==> config.mk <==
export PLATFORM = sky130hd
export DESIGN_NAME = bsa_divider
export DESIGN_NICKNAME = d
export VERILOG_FILES = /design/src/hw/rtl/bsa_pkg.sv /design/src/hw/rtl/bsa_divider.sv
export SDC_FILE = /design/constraint.sdc
export NUM_CORES = 1
export LEC_CHECK = 0
export ABC_AREA = 1
export BUFFER_PORTS_ARGS = -buffer_cell sky130_fd_sc_hd__buf_2
export CORE_ASPECT_RATIO = 0.7
export CORE_UTILIZATION = 53
export CTS_CLUSTER_SIZE = 28
export DETAILED_ROUTE_END_ITERATION = 16
export GPL_TIMING_DRIVEN = 0
export PLACE_DENSITY = 0.8
export SYNTH_ARGS = -nofsm -noshare
export SYNTH_HDL_FRONTEND = slang
export SYNTH_SLANG_ARGS = --single-unit
==> constraint.sdc <==
create_clock -name aclk -period 1.9 [get_ports aclk]
set_input_delay 0.285 -clock aclk [delete_from_list [all_inputs] [get_ports aclk]]
set_output_delay 0.285 -clock aclk [all_outputs]
set_load 0.01 [all_outputs]
==> src/hw/rtl/bsa_pkg.sv <==
// Shared types and constants for the bitmap slot allocator.
// Used by the top level and the iterative divider; depends on nothing.
package bsa_pkg;

    localparam int OFF_W      = 19;
    localparam int CAP_W      = 14;
    localparam int SIZE_W     = 7;
    localparam int STATUS_W   = 2;
    localparam int CFG_IDX_W  = 2;
    localparam int CFG_DATA_W = 14;
    localparam int DIV_CNT_W  = $clog2(OFF_W + 1);

    localparam logic [CAP_W-1:0]  CAP_RESET  = 14'd8192;
    localparam logic [SIZE_W-1:0] SIZE_RESET = 7'd8;

    localparam logic ACT_ALLOC = 1'b0;
    localparam logic ACT_FREE  = 1'b1;

    localparam logic [STATUS_W-1:0] STATUS_OK    = 2'd0;
    localparam logic [STATUS_W-1:0] STATUS_FULL  = 2'd1;
    localparam logic [STATUS_W-1:0] STATUS_RANGE = 2'd2;

    localparam logic [CFG_IDX_W-1:0] CFG_SLOT_CAPACITY = 2'd0;
    localparam logic [CFG_IDX_W-1:0] CFG_OBJECT_BYTES  = 2'd1;

    typedef enum logic [3:0] {
        ST_INIT,
        ST_IDLE,
        ST_SCAN,
        ST_ALLOC_SET,
        ST_ALLOC_MUL,
        ST_DIV_SLOT,
        ST_FREE_WR,
        ST_DONE
    } fsm_state_t;

    typedef struct packed {
        logic              start;
        logic [OFF_W-1:0]  dividend;
        logic [SIZE_W-1:0] divisor;
    } div_req_t;

    typedef struct packed {
        logic              done;
        logic [OFF_W-1:0]  quotient;
    } div_rsp_t;

endpackage

==> src/hw/rtl/bsa_divider.sv <==
// Restoring divider, one quotient bit per cycle, that turns a byte offset into a slot.
// Depends on bsa_pkg for widths and the request and response structs.
module bsa_divider (
    input  logic              aclk,
    input  logic              aresetn,
    input  bsa_pkg::div_req_t req,
    output bsa_pkg::div_rsp_t rsp
);
    import bsa_pkg::*;

    logic                 busy_reg, busy_next;
    logic                 done_reg, done_next;
    logic [DIV_CNT_W-1:0] cnt_reg, cnt_next;
    logic [OFF_W-1:0]     quo_reg, quo_next;
    logic [SIZE_W-1:0]    rem_reg, rem_next;
    logic [SIZE_W-1:0]    div_reg, div_next;
    logic [SIZE_W:0]      trial;
    logic [SIZE_W:0]      diff;
    logic                 ge;

    // The dividend shifts out of the top of quo_reg while quotient bits enter below.
    assign trial = {rem_reg, quo_reg[OFF_W-1]};
    assign ge    = trial >= {1'b0, div_reg};
    assign diff  = trial - {1'b0, div_reg};

    always_comb begin
        busy_next = busy_reg;
        done_next = 1'b0;
        cnt_next  = cnt_reg;
        quo_next  = quo_reg;
        rem_next  = rem_reg;
        div_next  = div_reg;
        if (busy_reg) begin
            quo_next = {quo_reg[OFF_W-2:0], ge};
            rem_next = ge ? diff[SIZE_W-1:0] : trial[SIZE_W-1:0];
            cnt_next = cnt_reg - DIV_CNT_W'(1);
            if (cnt_reg == DIV_CNT_W'(1)) begin
                busy_next = 1'b0;
                done_next = 1'b1;
            end
        end else if (req.start) begin
            busy_next = 1'b1;
            cnt_next  = DIV_CNT_W'(OFF_W);
            quo_next  = req.dividend;
            rem_next  = '0;
            div_next  = req.divisor;
        end
    end

    always_ff @(posedge aclk) begin
        if (!aresetn) begin
            busy_reg <= 1'b0;
            done_reg <= 1'b0;
            cnt_reg  <= '0;
        end else begin
            busy_reg <= busy_next;
            done_reg <= done_next;
            cnt_reg  <= cnt_next;
        end
    end

    always_ff @(posedge aclk) begin
        quo_reg <= quo_next;
        rem_reg <= rem_next;
        div_reg <= div_next;
    end

    assign rsp.done     = done_reg;
    assign rsp.quotient = quo_reg;

endmodule

==> impl_metrics.env, run 1 <==
export IMPL_outcome="finished with violations"
export IMPL_violations="setup timing"
export IMPL_drt_initial_drc_count=138
export IMPL_yosys_warnings=0
export IMPL_max_clock_path_buffers=2
export IMPL_synthMuxAreaShare_pct=0
export IMPL_setup_viol=2
export IMPL_fmax_mhz=520
export IMPL_chipHeight_um=54.6
export IMPL_cp_max_fo=8
export IMPL_grt_max_degree=27
export IMPL_report_final_slew_viol_count=0
export IMPL_ys_flop_type="edfxtp_1"
export IMPL_synth_top_cells_by_count="nand2_1 (94), inv_1 (34), edfxtp_1 (33)"
export IMPL_clk_insertion_delay_late_ns=0.30
export IMPL_row_count=18
export IMPL_tns_ns=-0.0413
export IMPL_regToRegSetupSlack_ns=-0.02
export IMPL_p_leak_nw=1.28
export IMPL_cts_tree="yes"
export IMPL_arrival_ns=1.99
export IMPL_drt_wl_total_mm=4.48
export IMPL_min_path_cells=1
export IMPL_antenna_found_initial=0
export IMPL_cp_start_kind="flip-flop"
export IMPL_synth_area_sq_um=2090
export IMPL_start_util_pct=57.4
export IMPL_skew_ns=0.0108
export IMPL_grt_pass1_wl_mm=6.47
export IMPL_largest_reg_flops=19
export IMPL_cp_depth=11
export IMPL_yosys_area_top_type_share_pct=47.3
export IMPL_path_buf_inv=2
export IMPL_p_per_area_nw_per_um2=906
export IMPL_vias=1761
export IMPL_cts_htree_levels=2
export IMPL_worstMarginPinSlew_ns=0.565
export IMPL_synth_top_area_cell="edfxtp_1"
export IMPL_r2r_end="rem_reg[2]$_SDFFCE_PN0P_"
export IMPL_dp_hpwl_mm=3.09
export IMPL_async_reset_ff_share_pct=0
export IMPL_finalCriticalPeriod_ns=1.92
export IMPL_ant_nets=0
export IMPL_yosys_area_share_simple_pct=26.5
export IMPL_synth_cell_types=24
export IMPL_finalNetCount=346
export IMPL_cts_root_buffer="clkbuf_8"
export IMPL_synth_most_common_cell="nand2_1"
export IMPL_first_global_vias=1392
export IMPL_cp_slowest_cell="fa_2"
export IMPL_core_area_sq_um=3650
export IMPL_area_delta_synth_final_pct=23.9
export IMPL_antennaDiodeCount=0
export IMPL_setup_ws_ns=-0.0232
export IMPL_synth_top_family_by_area="simple AND/OR/NAND/NOR gates"
export IMPL_rsz0062_at_grt="true"
export IMPL_period_share_pct=101
export IMPL_wl_per_cell_um=12.5
export IMPL_final_core_util_pct=71.1
export IMPL_slew_headroom_pct=62.2
export IMPL_path_cells="inv_2 > ha_4 > fa_2 > inv_2 > nand2_1 > nand2_1 > nand3_1 > nand2_2 > nor2_4 > nor2_1 > nor2_1"
export IMPL_gr_total_overflow=0
export IMPL_ys_top_cells_by_area="edfxtp_1 (47%), nand2_1 (17%), dfxtp_1 (6.7%)"
export IMPL_crit_family="simple AND/OR/NAND/NOR gates"
export IMPL_synth_seq_cells=40
export IMPL_clk_pin_slew_worst_paths_ns=0.08
export IMPL_synth_edf_count=33
export IMPL_rr_worst_depth=11
export IMPL_hold_viol=0
export IMPL_crit_path_max_incr_delay_ns=0.40
export IMPL_cts_made_buffers=5
export IMPL_reg2reg_from="quo_reg[18]$_DFFE_PP_"
export IMPL_drc_errors=0
export IMPL_yosys_area_share_adder_pct=6.34
export IMPL_crit_required_ns=1.96
export IMPL_synthCells=245
export IMPL_critPathCaptureType="flip-flop"
export IMPL_maxCapViolCount=0
export IMPL_place_congestion=0.824
export IMPL_design_die_area_sq_um=4210
export IMPL_hold_start="req[0]"
export IMPL_vdd_drop_max_mv=0.494
export IMPL_die_w_um=77.1
export IMPL_synth_xor_area_share_pct=0.837
export IMPL_synth_compound_area_share_pct=4.00
export IMPL_syn_avg_cell_area_sq_um=8.54
export IMPL_io_buffers=48
export IMPL_track_usage_pct=21.6
export IMPL_drive_gt1_share_pct=27.9
export IMPL_viasPerCell=4.92
export IMPL_first_pass_iters=4
export IMPL_synth_fp_nets=284
export IMPL_io_pins=49
export IMPL_cts_sinks=40
export IMPL_hold_class="primary input to flip-flop"
export IMPL_path_class="flip-flop to flip-flop"
export IMPL_holdPathEnd="div_reg[0]$_DFFE_PP_"
export IMPL_synth_seq_area_share_pct=54.0
-- worst max path at each step --
| stage | from | end | slack [ns] |
|---|---|---|---|
| 4_1_cts | busy_reg$_SDFF_PN0_ | quo_reg[8]$_DFFE_PP_ | 0.0009 |
| 5_1_grt | quo_reg[18]$_DFFE_PP_ | rem_reg[2]$_SDFFCE_PN0P_ | -0.11 |
| 2_1_floorplan | quo_reg[18]$_DFFE_PP_ | rem_reg[5]$_SDFFCE_PN0P_ | 0.07 |
| 6_report | quo_reg[18]$_DFFE_PP_ | rem_reg[2]$_SDFFCE_PN0P_ | -0.02 |
| 3_3_place_gp | quo_reg[18]$_DFFE_PP_ | rem_reg[4]$_SDFFCE_PN0P_ | -0.11 |
| 3_5_place_dp | quo_reg[18]$_DFFE_PP_ | rem_reg[5]$_SDFFCE_PN0P_ | -0.14 |
-- cells by family (layout without fill, tap and decap cells) --
family	count (synthesis)	in the layout
xor+xnor	2	2
compound gates	13	13
fa+ha+maj	10	10
simple gates	136	136
buf+inv	44	107
flops	40	40
-- placed cells by master, fill, tap and decap left out --
cell	instances
nor2_4	1
nand2_2	4
buf_4	7
edfxtp_1	33
nand3_1	11
or2_1	1
ha_4	2
nand2_1	90
fa_2	1
o211ai_1	1
nor2_2	3
nor3_1	1
a21oi_1	5
buf_2	51
inv_2	5
nand4_1	6
o21ai_1	4
clkbuf_8	5
a21oi_4	1
ha_1	7
clkbuf_1	5
dfxtp_1	7
nand3_2	1
clkinv_2	1
inv_1	31
a221oi_1	1
clkinvlp_4	2
a31oi_1	1
nor2_1	16
nand2_4	1
nor3_2	1
xnor2_1	2
-- what timing repair did --
| item | in CTS | in global routing |
|---|---|---|
| gates cloned | 0 | 1 |
| pin swaps | 1 | 6 |
| setup endpoints to repair | 7 | 34 |
| endpoints found under the hold margin | 0 | 0 |
| hold buffers | 0 | 0 |
| resized for setup | 4 | 14 |
| setup buffers | 1 | 5 |
-- cell type report --
| type | instances | area, sq um |
|---|---|---|
| repair buffers | 54 | 285 |
| well taps | 50 | 62.6 |
| clock inverters | 1 | 5.00 |
| flip-flops and latches | 40 | 1130 |
| clock buffers | 7 | 76.3 |
| multi-input cells | 161 | 850 |
| plain buffers | 7 | 33.8 |
| repair inverters | 1 | 7.51 |
| inverters | 37 | 143 |
| fillers | 298 | 1050 |
-- stage by stage --
step	power (mW)	instance area (sq um)	setup WS, ns	hold slack (ns)	std cells
floorplan	1.55	2090	0.0692	0.384	245
global placement	1.71	2400	-0.109	0.452	343
detailed placement	1.73	2400	-0.137	0.463	343
CTS	2.28	2500	0.000904	0.148	352
global route	2.48	2590	-0.110	0.141	358
finish	2.35	2590	-0.0232	0.152	358
-- power breakdown --
part	leakage, nW	total [mW]	internal (mW)	switching (mW)
sequential	0.392	1.12	1.07	0.0514
combinational	0.847	0.682	0.267	0.415
clock	0.0422	0.545	0.258	0.288
-- metal layers --
metal | global-route usage, % | up-vias | part of all wire, % | wire length (um)
li1 | - | 905 | - | -
met1 | 31.3 | 796 | 50 | 2240
met2 | 30.5 | 52 | 43 | 1910
met3 | 5.00 | 8 | 5.9 | 264
met4 | 11.3 | 0 | 1.7 | 76
met5 | 0 | - | 0 | 0
Note: power is estimated with default switching activity, not from simulation.
==> run 2: changes to the inputs <==
--- a/config.mk
+++ b/config.mk
@@ -8,11 +8,10 @@
 export ABC_AREA = 1
 export BUFFER_PORTS_ARGS = -buffer_cell sky130_fd_sc_hd__buf_2
 export CORE_ASPECT_RATIO = 0.7
-export CORE_UTILIZATION = 53
+export CORE_UTILIZATION = 48
 export CTS_CLUSTER_SIZE = 28
 export DETAILED_ROUTE_END_ITERATION = 16
-export GPL_TIMING_DRIVEN = 0
-export PLACE_DENSITY = 0.8
+export PLACE_DENSITY = 0.76
 export SYNTH_ARGS = -nofsm -noshare
 export SYNTH_HDL_FRONTEND = slang
 export SYNTH_SLANG_ARGS = --single-unit
==> constraint.sdc (replaced) <==
create_clock -name aclk -period 1.7 [get_ports aclk]
set_input_delay 0.255 -clock aclk [delete_from_list [all_inputs] [get_ports aclk]]
set_output_delay 0.255 -clock aclk [all_outputs]
set_load 0.01 [all_outputs]
==> impl_metrics.env, run 2 (same netlist as run 1, synthesis figures left out) <==
export IMPL_outcome="finished with violations"
export IMPL_violations="setup timing"
export IMPL_first_global_vias=1536
export IMPL_largest_reg_flops=19
export IMPL_io_pins=49
export IMPL_row_count=19
export IMPL_hold_viol=0
export IMPL_cp_start_kind="flip-flop"
export IMPL_io_buffers=48
export IMPL_p_per_area_nw_per_um2=1040
export IMPL_fmax_mhz=574
export IMPL_path_cells="ha_4 > fa_2 > inv_2 > nand2_2 > nand2_2 > nand3_2 > nand2_2 > nor2_4 > nor2_1 > nor2_1"
export IMPL_finalCriticalPeriod_ns=1.74
export IMPL_worstMarginPinSlew_ns=0.333
export IMPL_setup_viol=7
export IMPL_cts_htree_levels=2
export IMPL_area_delta_synth_final_pct=30.7
export IMPL_grt_max_degree=25
export IMPL_vias=1771
export IMPL_placed_cell_area_sq_um=2500
export IMPL_arrival_ns=1.79
export IMPL_drt_wl_total_mm=4.36
export IMPL_die_w_um=80.9
export IMPL_cts_tree="yes"
export IMPL_drt_initial_drc_count=110
export IMPL_antenna_found_initial=0
export IMPL_gr_total_overflow=0
export IMPL_fin_area_sq_um=2740
export IMPL_setup_ws_ns=-0.0435
export IMPL_core_area_sq_um=4040
export IMPL_viasPerCell=4.88
export IMPL_cts_made_buffers=5
export IMPL_finalNetCount=349
export IMPL_cts_sinks=40
export IMPL_min_path_cells=1
export IMPL_critPathCaptureType="flip-flop"
export IMPL_final_cells=363
export IMPL_slew_headroom_pct=77.8
export IMPL_maxCapViolCount=0
export IMPL_drive_gt1_share_pct=31.8
export IMPL_most_common_layout_cells="nand2_1 (88), buf_2 (48), edfxtp_1 (33)"
export IMPL_antennaDiodeCount=0
export IMPL_path_class="flip-flop to flip-flop"
export IMPL_rsz0062_at_grt="true"
export IMPL_report_final_slew_viol_count=0
export IMPL_dp_worst_setup_slack_ns=-0.0721
export IMPL_placed_cells=354
export IMPL_wl_per_cell_um=12.0
export IMPL_n_fill_cell=337
export IMPL_place_congestion=0.816
export IMPL_crit_top_cell="nand2_2"
export IMPL_clk_pin_slew_worst_paths_ns=0.08
export IMPL_design_die_area_sq_um=4630
export IMPL_max_clock_path_buffers=2
export IMPL_track_usage_pct=20.4
export IMPL_skew_ns=0.00625
export IMPL_period_share_pct=103
export IMPL_cts_root_buffer="clkbuf_8"
export IMPL_power_mw=2.85
export IMPL_dp_hpwl_mm=3.23
export IMPL_cp_slowest_cell="edfxtp_1"
export IMPL_final_common_cell="nand2_1"
export IMPL_first_pass_iters=4
export IMPL_hold_class="primary input to flip-flop"
export IMPL_ant_nets=0
export IMPL_grt_pass1_wl_mm=7.01
export IMPL_p_leak_nw=1.33
export IMPL_tns_ns=-0.204
export IMPL_crit_path_max_incr_delay_ns=0.42
export IMPL_vdd_drop_max_mv=0.642
export IMPL_drc_errors=0
export IMPL_chipHeight_um=57.3
export IMPL_start_util_pct=51.8
export IMPL_clk_insertion_delay_late_ns=0.29
export IMPL_crit_required_ns=1.75
export IMPL_rr_worst_depth=10
export IMPL_cp_max_fo=8
==> run 2: changes by cell type in the layout (fill, tap and decap cells not counted), moves of 3 or more <==
cell	delta
buf_2	-3
buf_4	+9
clkbuf_1	-4
ha_1	-4
ha_4	+4
==> run 2: routing by layer <==
metal | up-vias | GRT usage (%) | wire, um
met4 | 0 | 4.59 | 33
met3 | 6 | 4.80 | 211
li1 | 917 | - | -
met1 | 801 | 31.2 | 2130
met2 | 47 | 29.4 | 1990
met5 | - | 0 | 0
==> run 2: layout make-up <==
cell class | count | area [sq um] | area share (%)
repair buffers | 65 | 380 | 13.9
clock inverters | 2 | 35.0 | 1.28
flip-flops and latches | 40 | 1130 | 41.4
multi-input cells | 161 | 912 | 33.3
inverters | 37 | 139 | 5.08
clock buffers | 6 | 72.6 | 2.65
well taps | 52 | 65.1 | 2.38
==> run 2: worst paths after layout <==
path | from | endpoint | slack [ns]
setup / recovery | div_reg[0]$_DFFE_PP_ | rem_reg[5]$_SDFFCE_PN0P_ | -0.04
hold / removal | req[4] | div_reg[4]$_DFFE_PP_ | 0.14
setup reg to reg | div_reg[0]$_DFFE_PP_ | rem_reg[5]$_SDFFCE_PN0P_ | -0.04
hold reg to reg | cnt_reg[3]$_SDFFE_PN0P_ | cnt_reg[3]$_SDFFE_PN0P_ | 0.47
==> run 2: stage by stage <==
stage          hold slack [ns]  utilization, %
2_1_floorplan            0.354               -
3_3_place_gp             0.433            62.0
3_5_place_dp             0.433            62.0
4_1_cts                  0.134            66.1
5_1_grt                  0.130            67.7
6_report                 0.138            67.7
==> run 2: where the power goes <==
group          leakage (nW)  internal, mW  switching [mW]
clock                0.0552         0.436           0.319
sequential            0.392          1.20          0.0654
combinational         0.886         0.371           0.467
total                  1.33          2.00           0.851
==> run 2: worst max-delay path, delay by kind of cell (launching register included) <==
kind                       cells  cell delay (ns)
adders and majority gates      2             0.53
and+or+nand+nor                7             0.49
DFF                            1             0.42
buffers and inverters          1             0.07
==> run 2: repair_timing <==
| action | in CTS | in global routing |
|---|---|---|
| gates resized for setup | 11 | 9 |
| hold buffers | 0 | 0 |
| buffers inserted | 0 | 1 |
| endpoints found under the setup margin | 8 | 8 |
| pin swaps | 3 | 7 |
==> run 3: changes to the inputs <==
--- a/config.mk
+++ b/config.mk
@@ -12,6 +12,7 @@
 export CTS_CLUSTER_SIZE = 28
 export DETAILED_ROUTE_END_ITERATION = 16
 export PLACE_DENSITY = 0.76
+export SKIP_LAST_GASP = 1
 export SYNTH_ARGS = -nofsm -noshare
 export SYNTH_HDL_FRONTEND = slang
 export SYNTH_SLANG_ARGS = --single-unit
==> impl_metrics.env, run 3 (same netlist as run 1, synthesis figures left out) <==
export IMPL_fin_area_sq_um=2720
export IMPL_tns_ns=-0.189
export IMPL_cts_tree="yes"
export IMPL_finalNetCount=348
export IMPL_p_seq_share_pct=44.3
export IMPL_chipHeight_um=57.3
export IMPL_hold_viol=0
export IMPL_area_delta_synth_final_pct=29.9
export IMPL_cp_start_kind="flip-flop"
export IMPL_design_die_area_sq_um=4630
export IMPL_dp_worst_setup_slack_ns=-0.0721
export IMPL_final_core_util_pct=67.3
export IMPL_vias=1760
export IMPL_viasPerCell=4.86
export IMPL_max_clock_path_buffers=2
export IMPL_violations="setup timing"
export IMPL_antennaDiodeCount=0
export IMPL_track_usage_pct=20.4
export IMPL_report_final_slew_viol_count=0
export IMPL_antenna_found_initial=0
export IMPL_rsz0062_at_grt="true"
export IMPL_placed_cell_area_sq_um=2500
export IMPL_p_per_area_nw_per_um2=1050
export IMPL_skew_ns=0.00696
export IMPL_gr_total_overflow=0
export IMPL_grt_pass1_wl_mm=7.00
export IMPL_outcome="finished with violations"
export IMPL_swShare_pct=30.0
export IMPL_cts_sinks=40
export IMPL_drc_errors=0
export IMPL_n_fill_cell=337
export IMPL_setup_ws_ns=-0.0391
export IMPL_drt_wl_total_mm=4.38
export IMPL_cts_htree_levels=2
export IMPL_ant_nets=0
export IMPL_final_common_cell="nand2_1"
export IMPL_hold_class="primary input to flip-flop"
export IMPL_critPathCaptureType="flip-flop"
export IMPL_maxCapViolCount=0
export IMPL_start_util_pct=51.8
export IMPL_row_count=19
export IMPL_die_w_um=80.9
export IMPL_most_common_layout_cells="nand2_1 (88), buf_2 (48), edfxtp_1 (33)"
export IMPL_seqCellArea_sq_um=1130
export IMPL_postCtsHoldBufs=0
export IMPL_clk_insertion_delay_late_ns=0.29
export IMPL_largest_reg_flops=19
export IMPL_cp_max_fo=7
export IMPL_io_buffers=48
export IMPL_drive_gt1_share_pct=31.6
export IMPL_cts_root_buffer="clkbuf_8"
export IMPL_period_share_pct=102
export IMPL_fmax_mhz=575
export IMPL_multi_input_area_sq_um=905
export IMPL_cts_made_buffers=5
export IMPL_power_mw=2.85
export IMPL_finalCriticalPeriod_ns=1.74
export IMPL_p_clk_share_pct=26.5
export IMPL_crit_required_ns=1.85
export IMPL_core_area_sq_um=4040
export IMPL_p_comb_share_pct=29.2
export IMPL_p_int_mw=2.00
export IMPL_arrival_ns=1.89
export IMPL_power_switching_uw=855
export IMPL_p_leak_nw=1.33
export IMPL_worstMarginPinSlew_ns=0.336
export IMPL_io_pins=49
export IMPL_grt_max_degree=25
export IMPL_vdd_drop_max_mv=0.643
export IMPL_first_pass_iters=4
export IMPL_wl_per_cell_um=12.1
export IMPL_path_class="flip-flop to flip-flop"
export IMPL_dp_hpwl_mm=3.23
export IMPL_place_congestion=0.816
export IMPL_setup_viol=8
export IMPL_slew_headroom_pct=77.6
export IMPL_clk_pin_slew_worst_paths_ns=0.08
export IMPL_first_global_vias=1536
export IMPL_drt_initial_drc_count=99
-- run 3: final cells by class --
class / count / area share (%)
multi-input cells: 161 / 33.3
clock inverters: 2 / 1.29
well taps: 52 / 2.39
flip-flops and latches: 40 / 41.6
clock buffers: 6 / 2.67
repair buffers: 64 / 13.7
inverters: 37 / 5.11
-- run 3: power groups by stage --
stage | registers, mW | clock network (mW) | logic, mW
6_report | 1.26 | 0.757 | 0.833
4_1_cts | 1.26 | 0.767 | 0.795
3_3_place_gp | 1.27 | 0 | 0.731
2_1_floorplan | 1.29 | 0 | 0.446
5_1_grt | 1.27 | 0.831 | 0.927
3_5_place_dp | 1.27 | 0 | 0.751
-- run 3: routing by layer --
layer | share of wire [%] | wire (um) | global-route usage (%)
met5 | 0 | 0 | 0
met1 | 51 | 2240 | 31.1
met4 | 0.75 | 33 | 4.59
met3 | 3.8 | 168 | 4.80
met2 | 44 | 1930 | 29.4
-- run 3: metrics by stage --
stage,std cells,hold WS [ns]
after global placement,354,0.433
after detailed placement,354,0.433
after floorplan,245,0.354
after global routing,362,0.129
final,362,0.135
after CTS,362,0.134
-- run 3: timing repair --
item                                    4_1_cts  5_1_grt
pin swaps                                     3        3
setup buffers                                 0        0
endpoints found under the setup margin        8        8
gates resized for setup                      10       10
-- run 3: worst paths after layout --
kind                            from                  endpoint  slack (ns)  depth (start not counted)
max             div_reg[0]$_DFFE_PP_  rem_reg[1]$_SDFFCE_PN0P_       -0.04                         11
min reg2reg  cnt_reg[3]$_SDFFE_PN0P_   cnt_reg[3]$_SDFFE_PN0P_        0.48                          2
min                           req[4]      div_reg[4]$_DFFE_PP_        0.14                          1
max reg2reg     div_reg[0]$_DFFE_PP_  rem_reg[1]$_SDFFCE_PN0P_       -0.04                         11
-- run 3: critical path: stages, from the launching register on --
cell and delay, ns:
edfxtp_1 0.41, ha_4 0.18, fa_2 0.35, inv_2 0.07
nand2_2 0.04, nand2_2 0.07, nand2_2 0.07, nand2_2 0.08
nand2_4 0.08, nand3_1 0.07, nand2_1 0.06, nor2_1 0.11
